[config.mk]
export PLATFORM = sky130hd
export DESIGN_NAME = hrpt_frame_sync_deframer_unit
export DESIGN_NICKNAME = d
export VERILOG_FILES = /design/src/design/hfsd_pkg.sv /design/src/design/hrpt_frame_sync_deframer_unit.sv
export SDC_FILE = /design/constraint.sdc
export NUM_CORES = 1
export LEC_CHECK = 0
export ABC_AREA = 1
export ABC_CLOCK_PERIOD_IN_PS = 7260
export CORE_ASPECT_RATIO = 1.5
export CORE_MARGIN = 10
export CORE_UTILIZATION = 50
export CTS_CLUSTER_SIZE = 14
export DETAILED_ROUTE_END_ITERATION = 7
export DONT_BUFFER_PORTS = 1
export HOLD_SLACK_MARGIN = 0.03
export PLACE_DENSITY = 0.63
export SLEW_MARGIN = 10
export SYNTH_ARGS = -nofsm -noshare
export SYNTH_HDL_FRONTEND = slang
export SYNTH_SLANG_ARGS = --single-unit
[constraint.sdc]
create_clock -name clk -period 7.26 [get_ports clk]
set_clock_uncertainty 0.15 [all_clocks]
set_input_delay 0.726 -clock clk [delete_from_list [all_inputs] [get_ports clk]]
set_output_delay 0.726 -clock clk [all_outputs]
set_load 0.03 [all_outputs]
[src/design/hfsd_pkg.sv]
package hfsd_pkg;

  localparam int FRAME_WORDS  = 11090;
  localparam int IMAGE_OFFSET = 750;
  localparam int NUM_CHANNELS = 5;
  localparam int SCAN_WIDTH   = 2048;
  localparam int SYNC_LEN     = 6;
  localparam int IMAGE_WORDS  = SCAN_WIDTH * NUM_CHANNELS;
  localparam int IMAGE_END    = IMAGE_OFFSET + IMAGE_WORDS;

  localparam int POS_W    = 14;
  localparam int CHAN_W   = 3;
  localparam int SAMPLE_W = 11;
  localparam int PIXEL_W  = 10;
  localparam int FRAME_W  = 16;
  localparam int MATCH_W  = 3;
  localparam int INDEX_W  = 4;

  // configuration register indexes
  localparam logic [INDEX_W-1:0] REG_LITTLE_ENDIAN = INDEX_W'(0);
  localparam logic [INDEX_W-1:0] REG_NORTH_BOUND   = INDEX_W'(1);

  typedef struct packed {
    logic [PIXEL_W-1:0]  pixel;
    logic [CHAN_W-1:0]   channel;
    logic [SAMPLE_W-1:0] sample;
    logic [FRAME_W-1:0]  frame_index;
    logic                line_end;
  } result_t;

  function automatic logic [15:0] sync_word(input logic [MATCH_W-1:0] idx);
    logic [15:0] w;
    unique case (idx)
      3'd0:    w = 16'h0284;
      3'd1:    w = 16'h016F;
      3'd2:    w = 16'h035C;
      3'd3:    w = 16'h019D;
      3'd4:    w = 16'h020F;
      3'd5:    w = 16'h0095;
      default: w = 16'h0000;
    endcase
    return w;
  endfunction

endpackage

[src/design/hrpt_frame_sync_deframer_unit.sv]
// Minor frame deframer: one byte pair per item, one item accepted per clock. While hunting
// it looks for the six-word frame sync; after it locks, it counts word positions through an
// 11090-word frame and turns each image word (positions 750 to 10989) into a result carrying
// the 10-bit pixel, channel, scan line sample, frame count and an end-of-line flag on the
// last image word. Each result is registered in the output register, or in the skid register
// while the output is held. The frame state updates once per accepted item, and a two-entry
// output buffer (output register plus skid register) lets input keep flowing while a result
// waits; input stalls only when both entries are full. Configuration writes are always ready
// and take effect with the next item.
module hrpt_frame_sync_deframer_unit
  import hfsd_pkg::*;
(
  input  logic                clk,
  input  logic                rst,
  input  logic                cfg_valid,
  output logic                cfg_ready,
  input  logic [INDEX_W-1:0]  cfg_index,
  input  logic                cfg_data,
  input  logic                in_valid,
  output logic                in_stall,
  input  logic [7:0]          first_byte,
  input  logic [7:0]          second_byte,
  output logic                out_valid,
  input  logic                out_stall,
  output logic [PIXEL_W-1:0]  pixel,
  output logic [CHAN_W-1:0]   channel,
  output logic [SAMPLE_W-1:0] sample,
  output logic [FRAME_W-1:0]  frame_index,
  output logic                line_end
);

  localparam logic [POS_W-1:0]    POS_SYNC_DONE = POS_W'(SYNC_LEN);
  localparam logic [POS_W-1:0]    POS_IMG_FIRST = POS_W'(IMAGE_OFFSET);
  localparam logic [POS_W-1:0]    POS_IMG_END   = POS_W'(IMAGE_END);
  localparam logic [POS_W-1:0]    POS_IMG_LAST  = POS_W'(IMAGE_END - 1);
  localparam logic [POS_W-1:0]    POS_FRAME_END = POS_W'(FRAME_WORDS - 1);
  localparam logic [CHAN_W-1:0]   CHAN_LAST     = CHAN_W'(NUM_CHANNELS - 1);
  localparam logic [SAMPLE_W-1:0] SAMPLE_LAST   = SAMPLE_W'(SCAN_WIDTH - 1);
  localparam logic [MATCH_W-1:0]  MATCH_FULL    = MATCH_W'(SYNC_LEN);

  logic                little_endian;
  logic                north_bound;
  logic [MATCH_W-1:0]  sync_matched;
  logic                locked;
  logic [POS_W-1:0]    word_position;
  logic [FRAME_W-1:0]  frames_found;
  logic [CHAN_W-1:0]   channel_counter;
  logic [SAMPLE_W-1:0] sample_counter;

  logic [MATCH_W-1:0]  sync_matched_next;
  logic                locked_next;
  logic [POS_W-1:0]    word_position_next;
  logic [FRAME_W-1:0]  frames_found_next;
  logic [CHAN_W-1:0]   channel_counter_next;
  logic [SAMPLE_W-1:0] sample_counter_next;

  logic                out_full;
  result_t             out_reg;
  logic                skid_valid;
  result_t             skid_reg;

  logic                accept;
  logic                take;
  logic [15:0]         word;
  logic [MATCH_W-1:0]  m_base;
  logic [MATCH_W-1:0]  m_new;
  logic                in_image;
  logic                emit;
  result_t             res;

  assign cfg_ready = 1'b1;
  assign in_stall  = skid_valid;
  assign accept    = in_valid && !skid_valid;
  assign take      = out_full && !out_stall;

  assign out_valid   = out_full;
  assign pixel       = out_reg.pixel;
  assign channel     = out_reg.channel;
  assign sample      = out_reg.sample;
  assign frame_index = out_reg.frame_index;
  assign line_end    = out_reg.line_end;

  assign word = little_endian ? {second_byte, first_byte} : {first_byte, second_byte};
  assign in_image = (word_position >= POS_IMG_FIRST) && (word_position < POS_IMG_END);
  assign emit = accept && locked && in_image;

  always_comb begin
    res.pixel       = word[PIXEL_W-1:0];
    res.channel     = channel_counter;
    res.sample      = north_bound ? (SAMPLE_LAST - sample_counter) : sample_counter;
    res.frame_index = frames_found;
    res.line_end    = (word_position == POS_IMG_LAST);
  end

  always_comb begin
    sync_matched_next    = sync_matched;
    locked_next          = locked;
    word_position_next   = word_position;
    frames_found_next    = frames_found;
    channel_counter_next = channel_counter;
    sample_counter_next  = sample_counter;
    m_base = (sync_matched >= MATCH_FULL) ? '0 : sync_matched;
    if (word == sync_word(m_base)) begin
      m_new = m_base + MATCH_W'(1);
    end else begin
      // a broken match may restart on this same word
      m_new = (word == sync_word('0)) ? MATCH_W'(1) : '0;
    end
    if (accept) begin
      if (!locked) begin
        if (m_new == MATCH_FULL) begin
          locked_next          = 1'b1;
          word_position_next   = POS_SYNC_DONE;
          channel_counter_next = '0;
          sample_counter_next  = '0;
          sync_matched_next    = '0;
        end else begin
          sync_matched_next = m_new;
        end
      end else begin
        if (in_image) begin
          if (channel_counter >= CHAN_LAST) begin
            channel_counter_next = '0;
            sample_counter_next  = sample_counter + SAMPLE_W'(1);
          end else begin
            channel_counter_next = channel_counter + CHAN_W'(1);
          end
        end
        if (word_position >= POS_FRAME_END) begin
          locked_next        = 1'b0;
          word_position_next = '0;
          sync_matched_next  = '0;
          if (frames_found != '1) begin
            frames_found_next = frames_found + FRAME_W'(1);
          end
        end else begin
          word_position_next = word_position + POS_W'(1);
        end
      end
    end
  end

  always_ff @(posedge clk) begin
    if (rst) begin
      little_endian   <= 1'b1;
      north_bound     <= 1'b0;
      sync_matched    <= '0;
      locked          <= 1'b0;
      word_position   <= '0;
      frames_found    <= '0;
      channel_counter <= '0;
      sample_counter  <= '0;
    end else begin
      if (cfg_valid && cfg_ready) begin
        if (cfg_index == REG_LITTLE_ENDIAN) begin
          little_endian <= cfg_data;
        end
        if (cfg_index == REG_NORTH_BOUND) begin
          north_bound <= cfg_data;
        end
      end
      sync_matched    <= sync_matched_next;
      locked          <= locked_next;
      word_position   <= word_position_next;
      frames_found    <= frames_found_next;
      channel_counter <= channel_counter_next;
      sample_counter  <= sample_counter_next;
    end
  end

  // output register with a skid entry behind it
  always_ff @(posedge clk) begin
    if (rst) begin
      out_full   <= 1'b0;
      skid_valid <= 1'b0;
    end else if (skid_valid) begin
      if (take) begin
        out_full   <= 1'b1;
        skid_valid <= 1'b0;
      end
    end else if (!out_full || take) begin
      out_full <= emit;
    end else if (emit) begin
      skid_valid <= 1'b1;
    end
  end

  always_ff @(posedge clk) begin
    if (skid_valid) begin
      if (take) begin
        out_reg <= skid_reg;
      end
    end else if (!out_full || take) begin
      if (emit) begin
        out_reg <= res;
      end
    end else if (emit) begin
      skid_reg <= res;
    end
  end

endmodule

# Word level (Yosys, flattened, before mapping)
# Cells that the tools add are included.
# W data, S select, Z words.
[totals]
inputBits = 26
word_cells = 106
reg_bits = 134
[op_classes]
n_eq_ne = 15
n_bitwise = 2
n_reduce_logical = 24
n_lt_le_gt_ge = 5
mux = 34
add_sub_neg = 6
[ops]
columns = ["cell", "n"]
rows = [
  ["$mux W41", 4],
  ["$pmux W10 S6", 1],
  ["$mux W11", 5],
  ["$mux W14", 3],
  ["$mux W3", 9],
  ["$add A16 B1 Y16 const B", 1],
  ["$eq A16 B10 Y1 const B", 1],
  ["$eq A16 B16 Y1", 1],
  ["$mux W16", 1],
  ["$ne A16 B16 Y1 const B", 1],
  ["$add A14 B1 Y14 const B", 1],
  ["$eq A14 B14 Y1 const B", 1],
  ["$ge A14 B10 Y1 const B", 1],
  ["$ge A14 B14 Y1 const B", 1],
  ["$lt A14 B14 Y1 const B", 1],
  ["$add A11 B1 Y11 const B", 1],
  ["$mux W1", 11],
  ["$sub A11 B11 Y11 const A", 1],
  ["$reduce_and A2 Y1", 5],
  ["$eq A3 B3 Y1 const B", 3],
  ["$reduce_and A3 Y1", 3],
  ["$ne A2 B1 Y1 const B", 4],
  ["$reduce_and A4 Y1", 2],
  ["$add A3 B1 Y3 const B", 2],
  ["other kinds (11)", 22],
]

# Logic depth before layout (Yosys ltp)
[depth]
depth_word = 9
ltp_mapped = 16
ltp_nobuf = 15

# Worst setup path before layout
# Ideal clock, no wire load.
[synth_path]
path_type = "input -> register"
start = "input port in_valid"
end = "register skid_reg[0] (netlist name), enable pin"
required_time_ns = 6.670
path_buffers = 0
t_arrival_ns = 3.213
setup_slack_ns = 3.457
stages = 4
cell_sequence = "nand2_1 nor2_1 nand3_1 nor2_1"
[synth_between]
elab_chain_len = 4
[synth_rtl]
columns = ["item", "line", "source"]
rows = [
  ["from (decl)", "hrpt_frame_sync_deframer_unit.sv:19", "input logic in_valid,"],
  ["$logic_and A1 B1 Y1", "hrpt_frame_sync_deframer_unit.sv:73", "assign accept = in_valid && !skid_valid;"],
  ["$logic_and A1 B1 Y1 (2 in a row)", "hrpt_frame_sync_deframer_unit.sv:85", "assign emit = accept && locked && in_image;"],
  ["$reduce_and A3 Y1 (no source line)", "-", ""],
  ["to (signal assigned)", "hrpt_frame_sync_deframer_unit.sv:198", "skid_reg <= res;"],
  ["to (decl)", "hrpt_frame_sync_deframer_unit.sv:60", "result_t skid_reg;"],
]
# No other way between the ends.
# A chain may end at the register's enable or synchronous reset.

# Final worst setup path
[layout_path]
start = "register locked"
end = "register out_reg, in the netlist frame_index[10], enable pin"
[layout_between]
elab_chain_len = 4
[layout_rtl]
columns = ["item", "line", "source"]
rows = [
  ["from (decl)", "hrpt_frame_sync_deframer_unit.sv:44", "logic locked;"],
  ["from (signal assigned)", "hrpt_frame_sync_deframer_unit.sv:163", "locked <= locked_next;"],
  ["$logic_and A1 B1 Y1 (2 in a row)", "hrpt_frame_sync_deframer_unit.sv:85", ""],
  ["$reduce_bool A2 Y1 (no source line)", "-", ""],
  ["$reduce_and A3 Y1 (no source line)", "-", ""],
  ["to (signal assigned)", "hrpt_frame_sync_deframer_unit.sv:191", "out_reg <= skid_reg;"],
  ["to (signal assigned)", "hrpt_frame_sync_deframer_unit.sv:195", "out_reg <= res;"],
  ["to (decl)", "hrpt_frame_sync_deframer_unit.sv:58", "result_t out_reg;"],
]
# No other way between the ends.

==> reports/summary.json <==
{
  "run_status": {"value": "completed"},
  "cp-end-kind": {"value": "flip-flop"},
  "via_per_inst": {"value": 5.48},
  "synth-seq-cells": {"value": 134},
  "drt-total-wl": {"value": 15000, "unit": "um"},
  "yosys_warnings": {"value": 0},
  "post_synth_num_cell_types": {"value": 38},
  "worstSkewPairLatency": {"value": 0.41, "unit": "ns"},
  "worst_path_dominant_cell_family": {"value": "simple AND/OR/NAND/NOR gates"},
  "drv_slew": {"value": 0},
  "pwr-share-seq": {"value": 0.479},
  "reg2reg_from": {"value": "locked$_SDFFE_PP0P_"},
  "num_rows": {"value": 51},
  "gp_congestion": {"value": 0.886},
  "slew_limit_headroom": {"value": 0.192},
  "path_max_fanout": {"value": 29},
  "global_route_wire_length_before_repair": {"value": 23800, "unit": "um"},
  "timing.max_cap.violations": {"value": 0},
  "cts_tree": {"value": "done"},
  "ff2ff_path_depth": {"value": 7},
  "cp-start-kind": {"value": "flip-flop"},
  "timing.setup.tns": {"value": 0, "unit": "ns"},
  "ios": {"value": 70},
  "routedWlPerCell": {"value": 15.7, "unit": "um"},
  "post_cts_resize_count": {"value": 0},
  "timing.critical_path.required": {"value": 7.18, "unit": "ns"},
  "r2r_end": {"value": "frame_index[10]$_DFFE_PP_"},
  "postSynthCellCount": {"value": 799},
  "ctsHoldBuffers": {"value": 0},
  "vias": {"value": 5251},
  "clockRootBuffer": {"value": "clkbuf_16"},
  "filler_cell_count": {"value": 1124},
  "cts.htree.levels": {"value": 4},
  "grt_start_max_net_pins": {"value": 68},
  "area_growth": {"value": 9.37, "unit": "%"},
  "critical_path_buf_inv_count": {"value": 3},
  "worst_hold_startpoint": {"value": "rst"},
  "syn_area_per_cell": {"value": 8.41, "unit": "um^2"},
  "max_ffs_per_register": {"value": 41},
  "worst_slew_pin_slew": {"value": 1.21, "unit": "ns"},
  "post-synth-top-area-cell": {"value": "edfxtp_1"},
  "timing.final.setup_violations": {"value": 0},
  "fp.dieH": {"value": 162, "unit": "um"},
  "critPathSlowestCell": {"value": "nor2_1"},
  "post_cts_buffers": {"value": 0},
  "grt_util_all_layers": {"value": 0.159},
  "final_period_minus_worst_setup_slack": {"value": 3.50, "unit": "ns"},
  "power.total": {"value": 0.00168, "unit": "W"},
  "power_switching": {"value": 0.000358, "unit": "W"},
  "period_share": {"value": 0.482},
  "syn_nets": {"value": 833},
  "grt_antenna_before_repair": {"value": 0},
  "worst_ir_drop_vdd": {"value": 126, "unit": "uV"},
  "netlist_area": {"value": 0.00672, "unit": "mm^2"},
  "power_density": {"value": 228, "unit": "mW/mm^2"},
  "drt_iter0_markers": {"value": 232},
  "synth_top_cell_area_share": {"value": 0.366},
  "portBuffers": {"value": 0},
  "worstPathCellList": {"value": "inv_1 -> nor2_1 -> nand3_1 -> nand2_1 -> nand2_1 -> inv_1 -> buf_4"},
  "dieArea": {"value": 0.0186, "unit": "mm^2"},
  "first_pass_iters": {"value": 5},
  "detail-route-antenna-nets": {"value": 0},
  "hold_viol": {"value": 0},
  "cts_buffers": {"value": 17},
  "yosysSeqAreaShare": {"value": 0.521},
  "power.internal": {"value": 0.00132, "unit": "W"},
  "worst-setup-path-type": {"value": "reg2reg"},
  "route.detailed.drc": {"value": 0},
  "achievable-frequency": {"value": 0.286, "unit": "GHz"},
  "cts_sinks": {"value": 134},
  "timing.hold.ws": {"value": 0.233, "unit": "ns"},
  "grt_remaining_overflow": {"value": 0},
  "chipWidth": {"value": 115, "unit": "um"},
  "drive_gt1_frac": {"value": 0.0663},
  "clk_path_buf_depth": {"value": 2},
  "p_comb_frac": {"value": 0.020},
  "swShare": {"value": 0.213},
  "synth.top_cells.by_area": {"value": "edfxtp_1, dfxtp_1, nand2_1"},
  "path_clk_slew": {"value": 0.06, "unit": "ns"},
  "effective_utilization_at_floorplan": {"value": 0.514},
  "static-leakage-power": {"value": 2.77, "unit": "nW"},
  "antenna-diode-count": {"value": 0},
  "rrSetupSlack": {"value": 3.76, "unit": "ns"},
  "grt_setup_unrepaired": {"value": "no"},
  "path_class_of_the_lowest_slack_min_delay_path": {"value": "in2reg"},
  "clock_power_share": {"value": 0.501},
  "timing.critical_path.arrival": {"value": 3.43, "unit": "ns"},
  "max_stage_delay": {"value": 0.67, "unit": "ns"},
  "whs_endpoint": {"value": "sync_matched[0]$_SDFFE_PP0P_"},
  "core_region_area": {"value": 0.0131, "unit": "mm^2"},
  "grt_pass1_vias": {"value": 4941},
  "fin_nets": {"value": 821},
  "worst_hold_path_depth": {"value": 1},
  "hpwl": {"value": 10600, "unit": "um"}
}
[logic make-up after synthesis]
logic type,after synthesis,share of synthesized area
flip-flops,134,0.521
buffers and inverters,115,0.0721
AND/OR/NAND/NOR,398,0.258
XOR/XNOR,39,0.0508
adder cells (fa/ha/maj),8,0.0149
AO/OA/AOI/OAI,104,0.0825
other,1,0.000558
[how the worst max path moves through the flow]
| stage | start | end | slack (ns) | cells after the start |
|---|---|---|---|---|
| 6_report | locked$_SDFFE_PP0P_ | frame_index[10]$_DFFE_PP_ | 3.76 | 7 |
| 5_1_grt | locked$_SDFFE_PP0P_ | frame_index[0]$_DFFE_PP_ | 3.43 | 7 |
| 4_1_cts | locked$_SDFFE_PP0P_ | frame_index[10]$_DFFE_PP_ | 3.74 | 7 |
| 3_5_place_dp | locked$_SDFFE_PP0P_ | line_end$_DFFE_PP_ | 3.74 | 7 |
| 3_3_place_gp | locked$_SDFFE_PP0P_ | line_end$_DFFE_PP_ | 3.90 | 7 |
| 2_1_floorplan | in_valid | skid_reg[0]$_DFFE_PP_ | 3.46 | 4 |
[power by group through the flow]
stage | Sequential, W | Combinational (W) | Clock, W
floorplan | 0.000819 | 0.0000305 | 0
global placement | 0.000820 | 0.0000326 | 0
detailed placement | 0.000820 | 0.0000334 | 0
CTS | 0.000804 | 0.0000336 | 0.000854
global route | 0.000803 | 0.0000383 | 0.000890
finish | 0.000804 | 0.0000337 | 0.000842
[final cells by class]
type	instances	area, um^2	share of cell area
Timing Repair Buffer	2	15.0	0.00204
Sequential cell	134	3500	0.477
Multi-Input combinational cell	550	2740	0.373
Clock inverter	13	148	0.0201
Clock buffer	19	433	0.0589
Inverter	82	310	0.0422
Tap cell	159	199	0.0271
[metal layers]
metal | global-route usage | part of all wire
met2 | 0.285 | 0.53
met4 | 0.0680 | 0.029
met1 | 0.170 | 0.41
met5 | 0 | 0
met3 | 0.0395 | 0.033
[synthesized netlist by cell type]
cell type / instances
nor4_1: 8
nand3b_1: 2
a31oi_1: 1
inv_4: 1
xnor2_1: 5
inv_1: 74
nand3_1: 47
edfxtp_1: 82
clkbuf_1: 21
nor3_1: 22
a21oi_2: 1
buf_2: 4
buf_4: 2
dfxtp_1: 52
nor2_1: 60
a21oi_1: 45
xor2_1: 34
nor3b_1: 2
buf_6: 5
buf_1: 1
nor2_2: 2
o21ai_2: 5
nand2_1: 222
nand3_4: 1
nand3_2: 2
nand2_2: 1
nand4_2: 1
o21a_1: 1
a22oi_1: 2
o21bai_1: 1
conb_1: 1
nand2_4: 1
nand4_1: 27
o21ai_1: 4
o21ai_0: 44
inv_2: 5
ha_1: 8
clkinv_1: 2
[per-stage QoR]
stage | area (um^2) | setup slack, ns | util | cells
final | 7350 | 3.76 | 0.562 | 959
after global placement | 6770 | 3.90 | 0.517 | 927
after detailed placement | 6770 | 3.74 | 0.517 | 927
after global routing | 7350 | 3.43 | 0.562 | 959
after CTS | 7350 | 3.74 | 0.562 | 959
after floorplan | 6720 | 3.46 | - | 799
[cells in the final DEF, fill, tap and decap left out, types with 4 or more instances in the layout]
| cell | instances |
|---|---|
| a21oi_1 | 45 |
| clkbuf_16 | 17 |
| dfxtp_1 | 51 |
| edfxtp_1 | 82 |
| ha_1 | 8 |
| inv_1 | 74 |
| inv_2 | 5 |
| inv_6 | 4 |
| nand2_1 | 222 |
| nand3_1 | 47 |
| nand4_1 | 27 |
| nor2_1 | 59 |
| nor3_1 | 22 |
| nor4_1 | 8 |
| o21ai_0 | 44 |
| o21ai_1 | 4 |
| o21ai_2 | 5 |
| xnor2_1 | 5 |
| xor2_1 | 34 |
Power figures use the tool's default switching activity.
